===== src/rtl/ppp_tx_pkg.sv =====
// Shared constants, types and helper functions for the PPP asynchronous frame transmitter.
// This file has no dependencies; rtl/ppp_async_frame_transmitter.sv uses it.
package ppp_tx_pkg;

  localparam logic [7:0]  FLAG_BYTE     = 8'h7E;
  localparam logic [7:0]  ESC_BYTE      = 8'h7D;
  localparam logic [7:0]  ESC_XOR       = 8'h20;
  localparam logic [15:0] FCS_INIT      = 16'hFFFF;
  localparam logic [15:0] FCS_POLY      = 16'h8408;
  localparam logic [31:0] ESC_MAP_RESET = 32'h0002_0000;

  // The longest burst one transaction can cause: an opening flag, an escaped byte,
  // two escaped FCS bytes, and a closing flag.
  localparam int unsigned MAX_BURST = 8;
  localparam int unsigned IDX_W     = $clog2(MAX_BURST);
  localparam int unsigned CNT_W     = $clog2(MAX_BURST + 1);

  typedef logic [MAX_BURST-1:0][7:0] burst_bytes_t;
  typedef logic [IDX_W-1:0]          burst_idx_t;
  typedef logic [CNT_W-1:0]          burst_cnt_t;

  // Advance the reflected CRC-16 by one byte, processing one bit per step.
  function automatic logic [15:0] fcs_update(input logic [15:0] fcs, input logic [7:0] b);
    logic [15:0] v;
    v = fcs ^ {8'h00, b};
    for (int k = 0; k < 8; k++) begin
      if (v[0]) begin
        v = (v >> 1) ^ FCS_POLY;
      end else begin
        v = v >> 1;
      end
    end
    return v;
  endfunction

  // A flag byte and an escape byte are always escaped. A control byte below 0x20
  // is escaped when its bit is set in the map.
  function automatic logic needs_escape(input logic [7:0] b, input logic [31:0] esc_map);
    logic r;
    r = 1'b0;
    if ((b == FLAG_BYTE) || (b == ESC_BYTE)) begin
      r = 1'b1;
    end else if (b[7:5] == 3'b000) begin
      r = esc_map[b[4:0]];
    end
    return r;
  endfunction

endpackage


===== src/rtl/ppp_async_frame_transmitter.sv =====
// PPP asynchronous frame transmitter: HDLC-like byte stuffing with a running FCS-16.
// This module depends on rtl/ppp_tx_pkg.sv for constants, burst types, FCS and escape helpers.
//
//  Channel | Ports                                   | Direction | Transaction
//  --------+-----------------------------------------+-----------+---------------------------
//  input   | in_valid, in_stall, in_data_byte,       | in        | one raw frame byte
//          | in_last_byte                            |           |
//  output  | out_valid, out_stall, out_line_byte,    | out       | one byte for the serial
//          | out_run_end                             |           | line
//  config  | cfg_wen, cfg_wdata                      | in        | write escape map (ACCM)
//
// An accepted byte is expanded in the cycle it is taken. The block writes a burst of one to
// eight line bytes into a pending buffer, and it updates the FCS and the frame-open bit.
// The pending burst moves to the drain buffer once that buffer is empty or about to send its
// last byte. The drain sends one line byte per cycle unless the output stalls. The input can
// take a new byte while the previous burst still drains, once the pending buffer is empty.
// The synchronous active-low reset empties both buffers and closes any open frame. It sets
// the FCS to 0xFFFF and the escape map to 0x00020000. A stall on the output holds the current
// line byte. A full pending buffer then stalls the input.
module ppp_async_frame_transmitter (
  input  logic        clk,
  input  logic        rst_n,
  input  logic        in_valid,
  output logic        in_stall,
  input  logic [7:0]  in_data_byte,
  input  logic        in_last_byte,
  output logic        out_valid,
  input  logic        out_stall,
  output logic [7:0]  out_line_byte,
  output logic        out_run_end,
  input  logic        cfg_wen,
  input  logic [31:0] cfg_wdata
);

  // Configuration and per-frame state.
  logic [31:0] esc_map_r;
  logic [15:0] fcs_r, fcs_nxt;
  logic        in_frame_r, in_frame_nxt;

  // The pending buffer holds a burst that has been built but not yet handed to the drain.
  logic                    p_valid_r;
  ppp_tx_pkg::burst_bytes_t p_bytes_r;
  ppp_tx_pkg::burst_cnt_t   p_cnt_r;

  // The drain buffer holds the burst that is going out, one byte per cycle while the output does not stall.
  logic                    d_valid_r;
  ppp_tx_pkg::burst_bytes_t d_bytes_r;
  ppp_tx_pkg::burst_cnt_t   d_cnt_r;
  ppp_tx_pkg::burst_idx_t   d_idx_r;

  // Burst assembly for the incoming byte.
  ppp_tx_pkg::burst_bytes_t bld_bytes;
  ppp_tx_pkg::burst_cnt_t   bld_cnt;

  logic in_acc, out_acc, d_last, drain_free, move;

  assign in_stall = p_valid_r;
  assign in_acc   = in_valid && !p_valid_r;

  assign out_valid     = d_valid_r;
  assign out_line_byte = d_bytes_r[d_idx_r];
  assign d_last        = ({1'b0, d_idx_r} == (d_cnt_r - ppp_tx_pkg::burst_cnt_t'(1)));
  assign out_run_end   = d_last;
  assign out_acc       = d_valid_r && !out_stall;

  assign drain_free = !d_valid_r || (out_acc && d_last);
  assign move       = p_valid_r && drain_free;

  // Build the line bytes for one frame byte. Each byte is placed at the next free slot.
  always_comb begin
    logic [15:0] fcs_base;
    logic [15:0] fcs_new;
    logic [15:0] fcs_out;
    logic [7:0]  seg [3];
    logic [2:0]  seg_on;
    fcs_base = in_frame_r ? fcs_r : ppp_tx_pkg::FCS_INIT;
    fcs_new  = ppp_tx_pkg::fcs_update(fcs_base, in_data_byte);
    fcs_out  = fcs_new ^ ppp_tx_pkg::FCS_INIT;
    seg[0]   = in_data_byte;
    seg[1]   = fcs_out[7:0];
    seg[2]   = fcs_out[15:8];
    seg_on   = {in_last_byte, in_last_byte, 1'b1};

    bld_bytes = '0;
    bld_cnt   = '0;
    if (!in_frame_r) begin
      bld_bytes[bld_cnt[ppp_tx_pkg::IDX_W-1:0]] = ppp_tx_pkg::FLAG_BYTE;
      bld_cnt = bld_cnt + ppp_tx_pkg::burst_cnt_t'(1);
    end
    for (int s = 0; s < 3; s++) begin
      if (seg_on[s]) begin
        if (ppp_tx_pkg::needs_escape(seg[s], esc_map_r)) begin
          bld_bytes[bld_cnt[ppp_tx_pkg::IDX_W-1:0]] = ppp_tx_pkg::ESC_BYTE;
          bld_cnt = bld_cnt + ppp_tx_pkg::burst_cnt_t'(1);
          bld_bytes[bld_cnt[ppp_tx_pkg::IDX_W-1:0]] = seg[s] ^ ppp_tx_pkg::ESC_XOR;
        end else begin
          bld_bytes[bld_cnt[ppp_tx_pkg::IDX_W-1:0]] = seg[s];
        end
        bld_cnt = bld_cnt + ppp_tx_pkg::burst_cnt_t'(1);
      end
    end
    if (in_last_byte) begin
      bld_bytes[bld_cnt[ppp_tx_pkg::IDX_W-1:0]] = ppp_tx_pkg::FLAG_BYTE;
      bld_cnt = bld_cnt + ppp_tx_pkg::burst_cnt_t'(1);
    end

    // The last byte closes the frame, and the FCS restarts for the next frame.
    if (in_last_byte) begin
      fcs_nxt      = ppp_tx_pkg::FCS_INIT;
      in_frame_nxt = 1'b0;
    end else begin
      fcs_nxt      = fcs_new;
      in_frame_nxt = 1'b1;
    end
  end

  always_ff @(posedge clk) begin
    if (!rst_n) begin
      esc_map_r  <= ppp_tx_pkg::ESC_MAP_RESET;
      fcs_r      <= ppp_tx_pkg::FCS_INIT;
      in_frame_r <= 1'b0;
      p_valid_r  <= 1'b0;
      d_valid_r  <= 1'b0;
      d_idx_r    <= '0;
    end else begin
      if (cfg_wen) begin
        esc_map_r <= cfg_wdata;
      end
      if (in_acc) begin
        fcs_r      <= fcs_nxt;
        in_frame_r <= in_frame_nxt;
        p_valid_r  <= 1'b1;
      end else if (move) begin
        p_valid_r <= 1'b0;
      end
      if (move) begin
        d_valid_r <= 1'b1;
        d_idx_r   <= '0;
      end else if (out_acc) begin
        if (d_last) begin
          d_valid_r <= 1'b0;
        end else begin
          d_idx_r <= d_idx_r + ppp_tx_pkg::burst_idx_t'(1);
        end
      end
    end
  end

  // Burst payload registers need no reset.
  always_ff @(posedge clk) begin
    if (in_acc) begin
      p_bytes_r <= bld_bytes;
      p_cnt_r   <= bld_cnt;
    end
    if (move) begin
      d_bytes_r <= p_bytes_r;
      d_cnt_r   <= p_cnt_r;
    end
  end

endmodule


===== config.mk =====
export PLATFORM = sky130hd
export DESIGN_NAME = ppp_async_frame_transmitter
export DESIGN_NICKNAME = d
export VERILOG_FILES = /design/src/rtl/ppp_tx_pkg.sv /design/src/rtl/ppp_async_frame_transmitter.sv
export SDC_FILE = /design/constraint.sdc
export NUM_CORES = 1
export LEC_CHECK = 0
export BUFFER_PORTS_ARGS = -buffer_cell sky130_fd_sc_hd__buf_2
export CAP_MARGIN = 20
export CELL_PAD_IN_SITES_DETAIL_PLACEMENT = 0
export CELL_PAD_IN_SITES_GLOBAL_PLACEMENT = 1
export CORE_ASPECT_RATIO = 2
export CORE_MARGIN = 10
export CORE_UTILIZATION = 54
export CTS_CLUSTER_DIAMETER = 30
export CTS_CLUSTER_SIZE = 24
export DETAILED_ROUTE_END_ITERATION = 6
export PLACE_DENSITY = 0.83
export SYNTH_ARGS = -nofsm -noshare
export SYNTH_HDL_FRONTEND = slang
export SYNTH_SLANG_ARGS = --single-unit

===== constraint.sdc =====
create_clock -name clk -period 9.8 [get_ports clk]
set_input_delay 1.47 -clock clk [delete_from_list [all_inputs] [get_ports clk]]
set_output_delay 1.47 -clock clk [all_outputs]
set_load 0.01 [all_outputs]

==> metrics.log, run 1 <==
[metrics] result of the run: complete, no violations
[metrics] worst r2r path cells: 25
[metrics] number of antenna violations at the first check in global routing: 0
[metrics] proportion of synthesized chip area in sequential cells: 0.462
[metrics] Inserted Diodes: 0
[metrics] biggest area consumer among synthesized cells: edfxtp_1
[metrics] first-pass GRT wire length: 56400 µm
[metrics] Post-CTS Setup Bufs: 0
[metrics] DRC violations left: 0
[metrics] routability-driven placement congestion ratio: 1.05
[metrics] asr flop ratio synth: 0
[metrics] cell depth of the worst min-delay path: 0
[metrics] proportion of layout cells with a drive suffix above 1: 0.182
[metrics] commonest non-fill, non-tap cells in the layout: edfxtp_1, nand2_1, nor2_1, a21oi_1, mux2i_1
[metrics] DP Cell Count: 1329
[metrics] total I/O pin count: 57
[metrics] type of the worst setup path: in2reg
[metrics] cell types with the largest area share after synthesis: edfxtp_1, dfxtp_1, mux4_2
[metrics] Std-Cell Rows: 74
[metrics] Max Transition Viols Final: 0
[metrics] most used flip-flop cell after synthesis: edfxtp_1
[metrics] final cycle utilization of the critical path: 0.825
[metrics] Slew @ Worst Pin: 1.08 ns
[metrics] total number of H-tree levels: 4
[metrics] die width: 122 µm
[metrics] Worst setup SP type: input pin
[metrics] leakage power total: 4.46 nW
[metrics] number of global-route vias before repair: 9147
[metrics] Final Hold Fails: 0
[metrics] synthesized area per cell: 10.7 µm²
[metrics] worst rel slew slack: 0.277
[metrics] Pwr per Cell Area: 184 mW/mm²
[metrics] synth unique cells: 93
[metrics] estimated wirelength of the detail-placed design: 28500 µm
[metrics] area of combinational cells with multiple inputs: 0.00564 mm²
[metrics] Congestion Overflow GR: 0
[metrics] vias per cell: 6.61
[metrics] Die ar.: 0.0272 mm²
[metrics] register clock-pin slew on the reported worst setup and hold paths: 0.07 ns
[metrics] DR vias: 9002
[metrics] post-DR wirelength/cell: 28.1 µm
[metrics] Critical Path Sink Type: flop
[metrics] RSZ-0062 raised after global routing: no
[metrics] worst-skew pair later-pin latency: 0.45 ns
[metrics] number of buffers inserted during clock tree synthesis: 17
[metrics] count of yosys warnings during synthesis: 0
[metrics] CTS tree: yes
[metrics] Post-CTS Hold Buffers: 0
[metrics] ANT nets after route: 0
[metrics] core region area: 0.0204 mm²
[metrics] CP Data Arrival Time: 8.22 ns
[metrics] IO buf count: 56
[metrics] die outline height: 223 µm
[metrics] number of setup violations in the final report: 0
[metrics] Clock Path Buffers: 2
[metrics] Clock Tree Root: clkbuf_16
[metrics] most common cell after layout, fill and taps aside: edfxtp_1
[metrics] syn nets: 1101
[metrics] Post-synth EDFFs: 136
[metrics] worst vdd rail ir drop: 0.115 mV
[metrics] FF-to-FF Start: in_frame_r
[metrics] clk_skew: 0.0138 ns
[metrics] clock period minus worst slack: 8.08 ns
[metrics] start point of the worst min-delay path: p_bytes_r[42]
[metrics] final-stage net count: 1139
[metrics] total power: 2.26 mW
[metrics] total routed wirelength: 38200 µm
[metrics] clk sinks: 190
[metrics] quantity of gates resized following cts: 0
[metrics] area taken by flip-flops and latches: 0.00516 mm²
[metrics] sum of negative setup slack: 0 ns
[metrics] flip-flop and latch count after synthesis: 190
[metrics] initial DRC count: 838
[metrics] Max Cap Viol: 0
[metrics] Synth Cell Area: 0.0112 mm²
[metrics] data required time at the worst endpoint: 9.93 ns
[metrics] Initial Utilization: 0.548
[metrics] f_max: 124 MHz
[metrics] gate count after technology mapping: 1045
[metrics] post-route insts no fill: 1362
[metrics] maximum fanout count along the critical path: 19
[metrics] fraction of post-synthesis cell area in the top cell type by area: 0.366
[metrics] Detailed Routing Iterations Pass 1: 5
[metrics] total global-route track usage: 0.283
[metrics] area added between synthesis and finish: 10.3%
[metrics] startpoint of the worst setup timing path: in_data_byte[0]
[metrics] Layout fillers: 1786
[metrics] worst min-delay path category: reg2reg
[metrics] largest net degree at the start of global routing: 69
-- logic make-up after synthesis --
kind of cell / synth area share
AOI/OAI and AO/OA: 0.158
xor gates and xnor gates: 0.0621
adders and majority gates: 0.0146
buffers and inverters: 0.0353
DFF: 0.462
muxes: 0.129
other: 0.000336
and+or+nand+nor: 0.138
-- worst max-delay path: stages --
cell and delay (ns):
buf_2 0.47, mux4_2 0.57, mux4_2 0.50, mux2i_1 0.14
nor4_1 0.09, nor2_2 0.37, clkinv_1 0.44, ha_1 0.86
inv_1 0.12, nor2_1 0.15, a21o_1 0.22, inv_2 0.14
or3_1 0.38, a21oi_1 0.15, nor2_1 0.10, inv_1 0.12
ha_1 0.17, xnor2_1 0.19, nand2b_1 0.19, nor2_1 0.05
a21oi_1 0.15, o211ai_2 0.27, nor3_2 0.70, a2111oi_0 0.16
-- stage by stage --
step	setup slack (ns)	hold slack, ns	utilization	instance area [µm²]
floorplan	2.86	0.400	-	11200
finish	1.72	0.415	0.605	12300
global route	1.35	0.424	0.605	12300
global placement	1.54	0.401	0.575	11700
detailed placement	1.35	0.405	0.576	11700
CTS	1.83	0.416	0.604	12300
-- report_power, final --
| group | switching (mW) | total [mW] | internal (mW) |
|---|---|---|---|
| sequential | 0.0306 | 0.974 | 0.943 |
| clock | 0.343 | 0.683 | 0.339 |
| combinational | 0.402 | 0.607 | 0.205 |
-- Yosys cell counts, types with 5 or more instances --
library cell / count
o22ai_1: 42
nand2b_1: 7
buf_1: 7
mux4_2: 32
nand4_1: 5
inv_1: 17
dfxtp_1: 54
a31oi_1: 9
nand2_1: 86
mux2i_1: 61
a21oi_1: 75
o211ai_1: 7
a32oi_1: 5
nor3_1: 23
or3_1: 9
and3_1: 7
a21o_1: 5
nor2_1: 85
xnor2_1: 37
edfxtp_1: 136
mux2_2: 10
o21a_1: 14
o21ai_1: 11
nor2b_1: 35
o21ai_0: 40
nor4_1: 7
buf_4: 8
nand3_1: 25
clkbuf_1: 38
xor2_1: 19
buf_2: 14
ha_1: 9
-- registers in the layout, indices dropped and copies added, names as in the netlist --
name / flops
p_cnt_r: 4
out_valid: 1
d_cnt_r: 4
in_stall: 1
fcs_r: 16
esc_map_r: 32
d_bytes_r: 64
p_bytes_r: 64
d_idx_r: 3
in_frame_r: 1
-- path summary, 6_finish.rpt --
check                                     end  slack (ns)
worst max-delay path            p_bytes_r[24]        1.72
worst min-delay path            d_bytes_r[42]        0.41
worst max register to register  p_bytes_r[24]        2.48
worst min register to register  d_bytes_r[42]        0.41
-- per-layer routing --
layer  vias up  wire length (µm)  GRT usage
met3       170              2080     0.0445
met1      4377             12100      0.276
met2       450             21200      0.519
met4         0              2780      0.199
met5         -                 0          0
li1       4005                 -          -
-- final cells by class --
type                       instances  area share
multi-input combinational        765       0.458
sequential                       190       0.419
timing repair buffer              88      0.0432
clock buffer                      17      0.0345
tap                              266      0.0270
clock inverter                    15      0.0121
inverter                          21     0.00640
No activity file was read; power rests on OpenSTA's default activity.
==> run 2, diff against run 1 <==
Settings changed: CORE_UTILIZATION 54 to 50, PLACE_DENSITY 0.83 to 0.78.
Clock period 9.8 ns to 8.5 ns, I/O delays scaled along.
==> run 2 against run 1 <==
  * Setup slack worse by 0.58 ns
  * Sequential power rose by 15%
  * Critical path type unchanged
  * Clock skew up 0.0023 ns
  * Largest power group unchanged
  * Clock-buffer cell count is the same
==> metrics.log, run 2 (same netlist as run 1, synthesis figures left out) <==
[metrics] most common cell after layout, fill and taps aside: edfxtp_1
[metrics] Slew @ Worst Pin: 1.24 ns (+0.162 ns)
[metrics] final-stage net count: 1152 (+1.1%)
[metrics] combinational fraction of design power: 0.267 (about the same)
[metrics] post-route insts no fill: 1385 (+1.7%)
[metrics] Post-CTS Hold Buffers: 0 (unchanged)
[metrics] total power: 2.65 mW (+17%)
[metrics] core region area: 0.0221 mm² (+8.3%)
[metrics] clk sinks: 190 (unchanged)
[metrics] final cycle utilization of the critical path: 0.866
[metrics] DRC violations left: 0 (unchanged)
[metrics] Post-CTS Setup Bufs: 0 (unchanged)
[metrics] Inserted Diodes: 0 (unchanged)
[metrics] power dissipated by switching net loads: 879 µW (+13%)
[metrics] Final Hold Fails: 0 (unchanged)
[metrics] total number of H-tree levels: 4 (unchanged)
[metrics] area added between synthesis and finish: 11.5%
[metrics] sum of negative setup slack: 0 ns (unchanged)
[metrics] total routed wirelength: 38300 µm (about the same)
[metrics] routability-driven placement congestion ratio: 1.04 (-0.58%)
[metrics] die outline height: 231 µm (+3.6%)
[metrics] Std-Cell Rows: 77 (+4.1%)
[metrics] worst min-delay path category: reg2reg
[metrics] die width: 126 µm (+3.3%)
[metrics] Critical Path Sink Type: flop
[metrics] type of the worst setup path: in2reg
[metrics] worst-skew pair later-pin latency: 0.46 ns (about the same)
[metrics] largest net degree at the start of global routing: 69 (unchanged)
[metrics] Die ar.: 0.0291 mm² (+7.0%)
[metrics] share of the core filled with cells: 0.564 (-0.0405)
[metrics] IO buf count: 56 (unchanged)
[metrics] Initial Utilization: 0.506 (-0.0421)
[metrics] total I/O pin count: 57 (unchanged)
[metrics] last element of the critical path: p_bytes_r[7]
[metrics] post-DR wirelength/cell: 27.6 µm (-1.6%)
[metrics] commonest non-fill, non-tap cells in the layout: edfxtp_1, nand2_1, nor2_1, a21oi_1, mux2i_1
[metrics] DP Cell Count: 1353 (+1.8%)
[metrics] Clock power frac: 0.310 (+0.008)
[metrics] register clock-pin slew on the reported worst setup and hold paths: 0.07 ns (about the same)
[metrics] worst vdd rail ir drop: 0.150 mV (+31%)
[metrics] Worst setup SP type: input pin
[metrics] proportion of layout cells with a drive suffix above 1: 0.191 (+0.00959)
[metrics] f_max: 136 MHz
[metrics] clock period minus worst slack: 7.36 ns
[metrics] final-layout worst hold slack: 0.413 ns (-0.00149 ns)
[metrics] worst r2r path cells: 26 (+4.0%)
[metrics] internal power: 1.77 mW (+19%)
[metrics] largest registers ranked by flip-flop count: d_bytes_r (64), p_bytes_r (64), esc_map_r (32)
[metrics] data required time at the worst endpoint: 8.71 ns (-1.22 ns)
[metrics] vias per cell: 6.44 (-2.5%)
[metrics] Max Cap Viol: 0 (unchanged)
[metrics] FF-to-FF Start: in_frame_r
[metrics] leakage power total: 4.53 nW (+1.5%)
[metrics] worst reg2reg endpoint: p_bytes_r[7]
[metrics] number of global-route vias before repair: 9120 (-0.30%)
[metrics] number of buffers inserted during clock tree synthesis: 17 (unchanged)
[metrics] Detailed Routing Iterations Pass 1: 5 (unchanged)
[metrics] Clock Tree Root: clkbuf_16
[metrics] switching share of total power: 0.331 (-0.0116)
[metrics] worst rel slew slack: 0.167 (-0.111)
[metrics] RSZ-0062 raised after global routing: no
[metrics] maximum fanout count along the critical path: 17 (-2)
[metrics] DR vias: 8921 (-0.90%)
[metrics] clk_skew: 0.0161 ns (+0.00231 ns)
[metrics] CTS tree: yes
[metrics] first-pass GRT wire length: 56600 µm (+0.34%)
[metrics] initial DRC count: 776 (-7.4%)
[metrics] estimated wirelength of the detail-placed design: 28900 µm (+1.4%)
[metrics] startpoint of the worst setup timing path: in_data_byte[0]
[metrics] sequential share of power: 0.423 (-0.007)
[metrics] Congestion Overflow GR: 0 (unchanged)
[metrics] total global-route track usage: 0.259 (-0.0239)
[metrics] quantity of gates resized following cts: 0 (unchanged)
[metrics] Clock Path Buffers: 2 (unchanged)
[metrics] CP Data Arrival Time: 7.57 ns (-0.65 ns)
[metrics] Pwr per Cell Area: 213 mW/mm² (+16%)
[metrics] number of antenna violations at the first check in global routing: 0 (unchanged)
[metrics] R2R setup slack: 1.57 ns (-0.91 ns)
[metrics] number of setup violations in the final report: 0 (unchanged)
[metrics] Max Transition Viols Final: 0 (unchanged)
[metrics] result of the run: complete, no violations
[metrics] ANT nets after route: 0 (unchanged)
-- run 2: final cells by class --
class	instances	area (µm²)
fillers	1949	9610
flip-flops and latches	190	5160
well taps	276	345
inverters	21	78.8
clock buffers	17	425
clock inverters	15	180
multi-input cells	765	5640
repair buffers	101	618
-- run 2: worst max-delay path, stage by stage --
cell and delay (ns):
buf_2 0.48, mux4_2 0.33, mux2i_1 0.07, mux2i_1 0.44
mux2i_1 0.15, nor4_1 0.63, nor2_2 0.05, buf_4 0.20
clkinv_1 0.22, fa_1 0.48, inv_1 0.09, a21o_1 0.23
inv_2 0.14, or3_1 0.38, a21oi_1 0.15, nor2_1 0.10
inv_1 0.09, ha_1 0.15, xnor2_1 0.18, nand2b_1 0.19
nor2_1 0.05, a21oi_1 0.15, o211ai_2 0.22, nor3_1 0.53
nor2_1 0.30, a22o_1 0.28
-- run 2: worst min path at each step --
| stage | start | endpoint | slack (ns) | depth (start not counted) |
|---|---|---|---|---|
| floorplan | p_bytes_r[0] | d_bytes_r[0] | 0.40 | 0 |
| global placement | p_bytes_r[55] | d_bytes_r[55] | 0.40 | 0 |
| detailed placement | p_bytes_r[2] | d_bytes_r[2] | 0.40 | 0 |
| CTS | p_bytes_r[11] | d_bytes_r[11] | 0.42 | 0 |
| global route | p_bytes_r[11] | d_bytes_r[11] | 0.42 | 0 |
| finish | p_bytes_r[11] | d_bytes_r[11] | 0.41 | 0 |
-- run 2: power by group through the flow --
stage / Sequential (mW) / Combinational, mW / Clock, mW
detailed placement: 1.14 / 0.689 / 0
global placement: 1.14 / 0.687 / 0
floorplan: 1.13 / 0.447 / 0
finish: 1.12 / 0.708 / 0.824
CTS: 1.12 / 0.691 / 0.838
global route: 1.13 / 0.743 / 0.874
-- run 2: metrics by stage --
step                worst slack (ns)  cell area (µm²)
global route                   0.929            12500
CTS                             1.38            12500
floorplan                       1.75            11200
finish                          1.14            12500
detailed placement             0.904            11800
global placement               0.945            11800
-- run 2: layer usage --
layer / wire length [µm] / GRT usage
met5: 0 / 0
met1: 12400 / 0.240
met2: 20300 / 0.471
met3: 2120 / 0.0540
met4: 3420 / 0.217
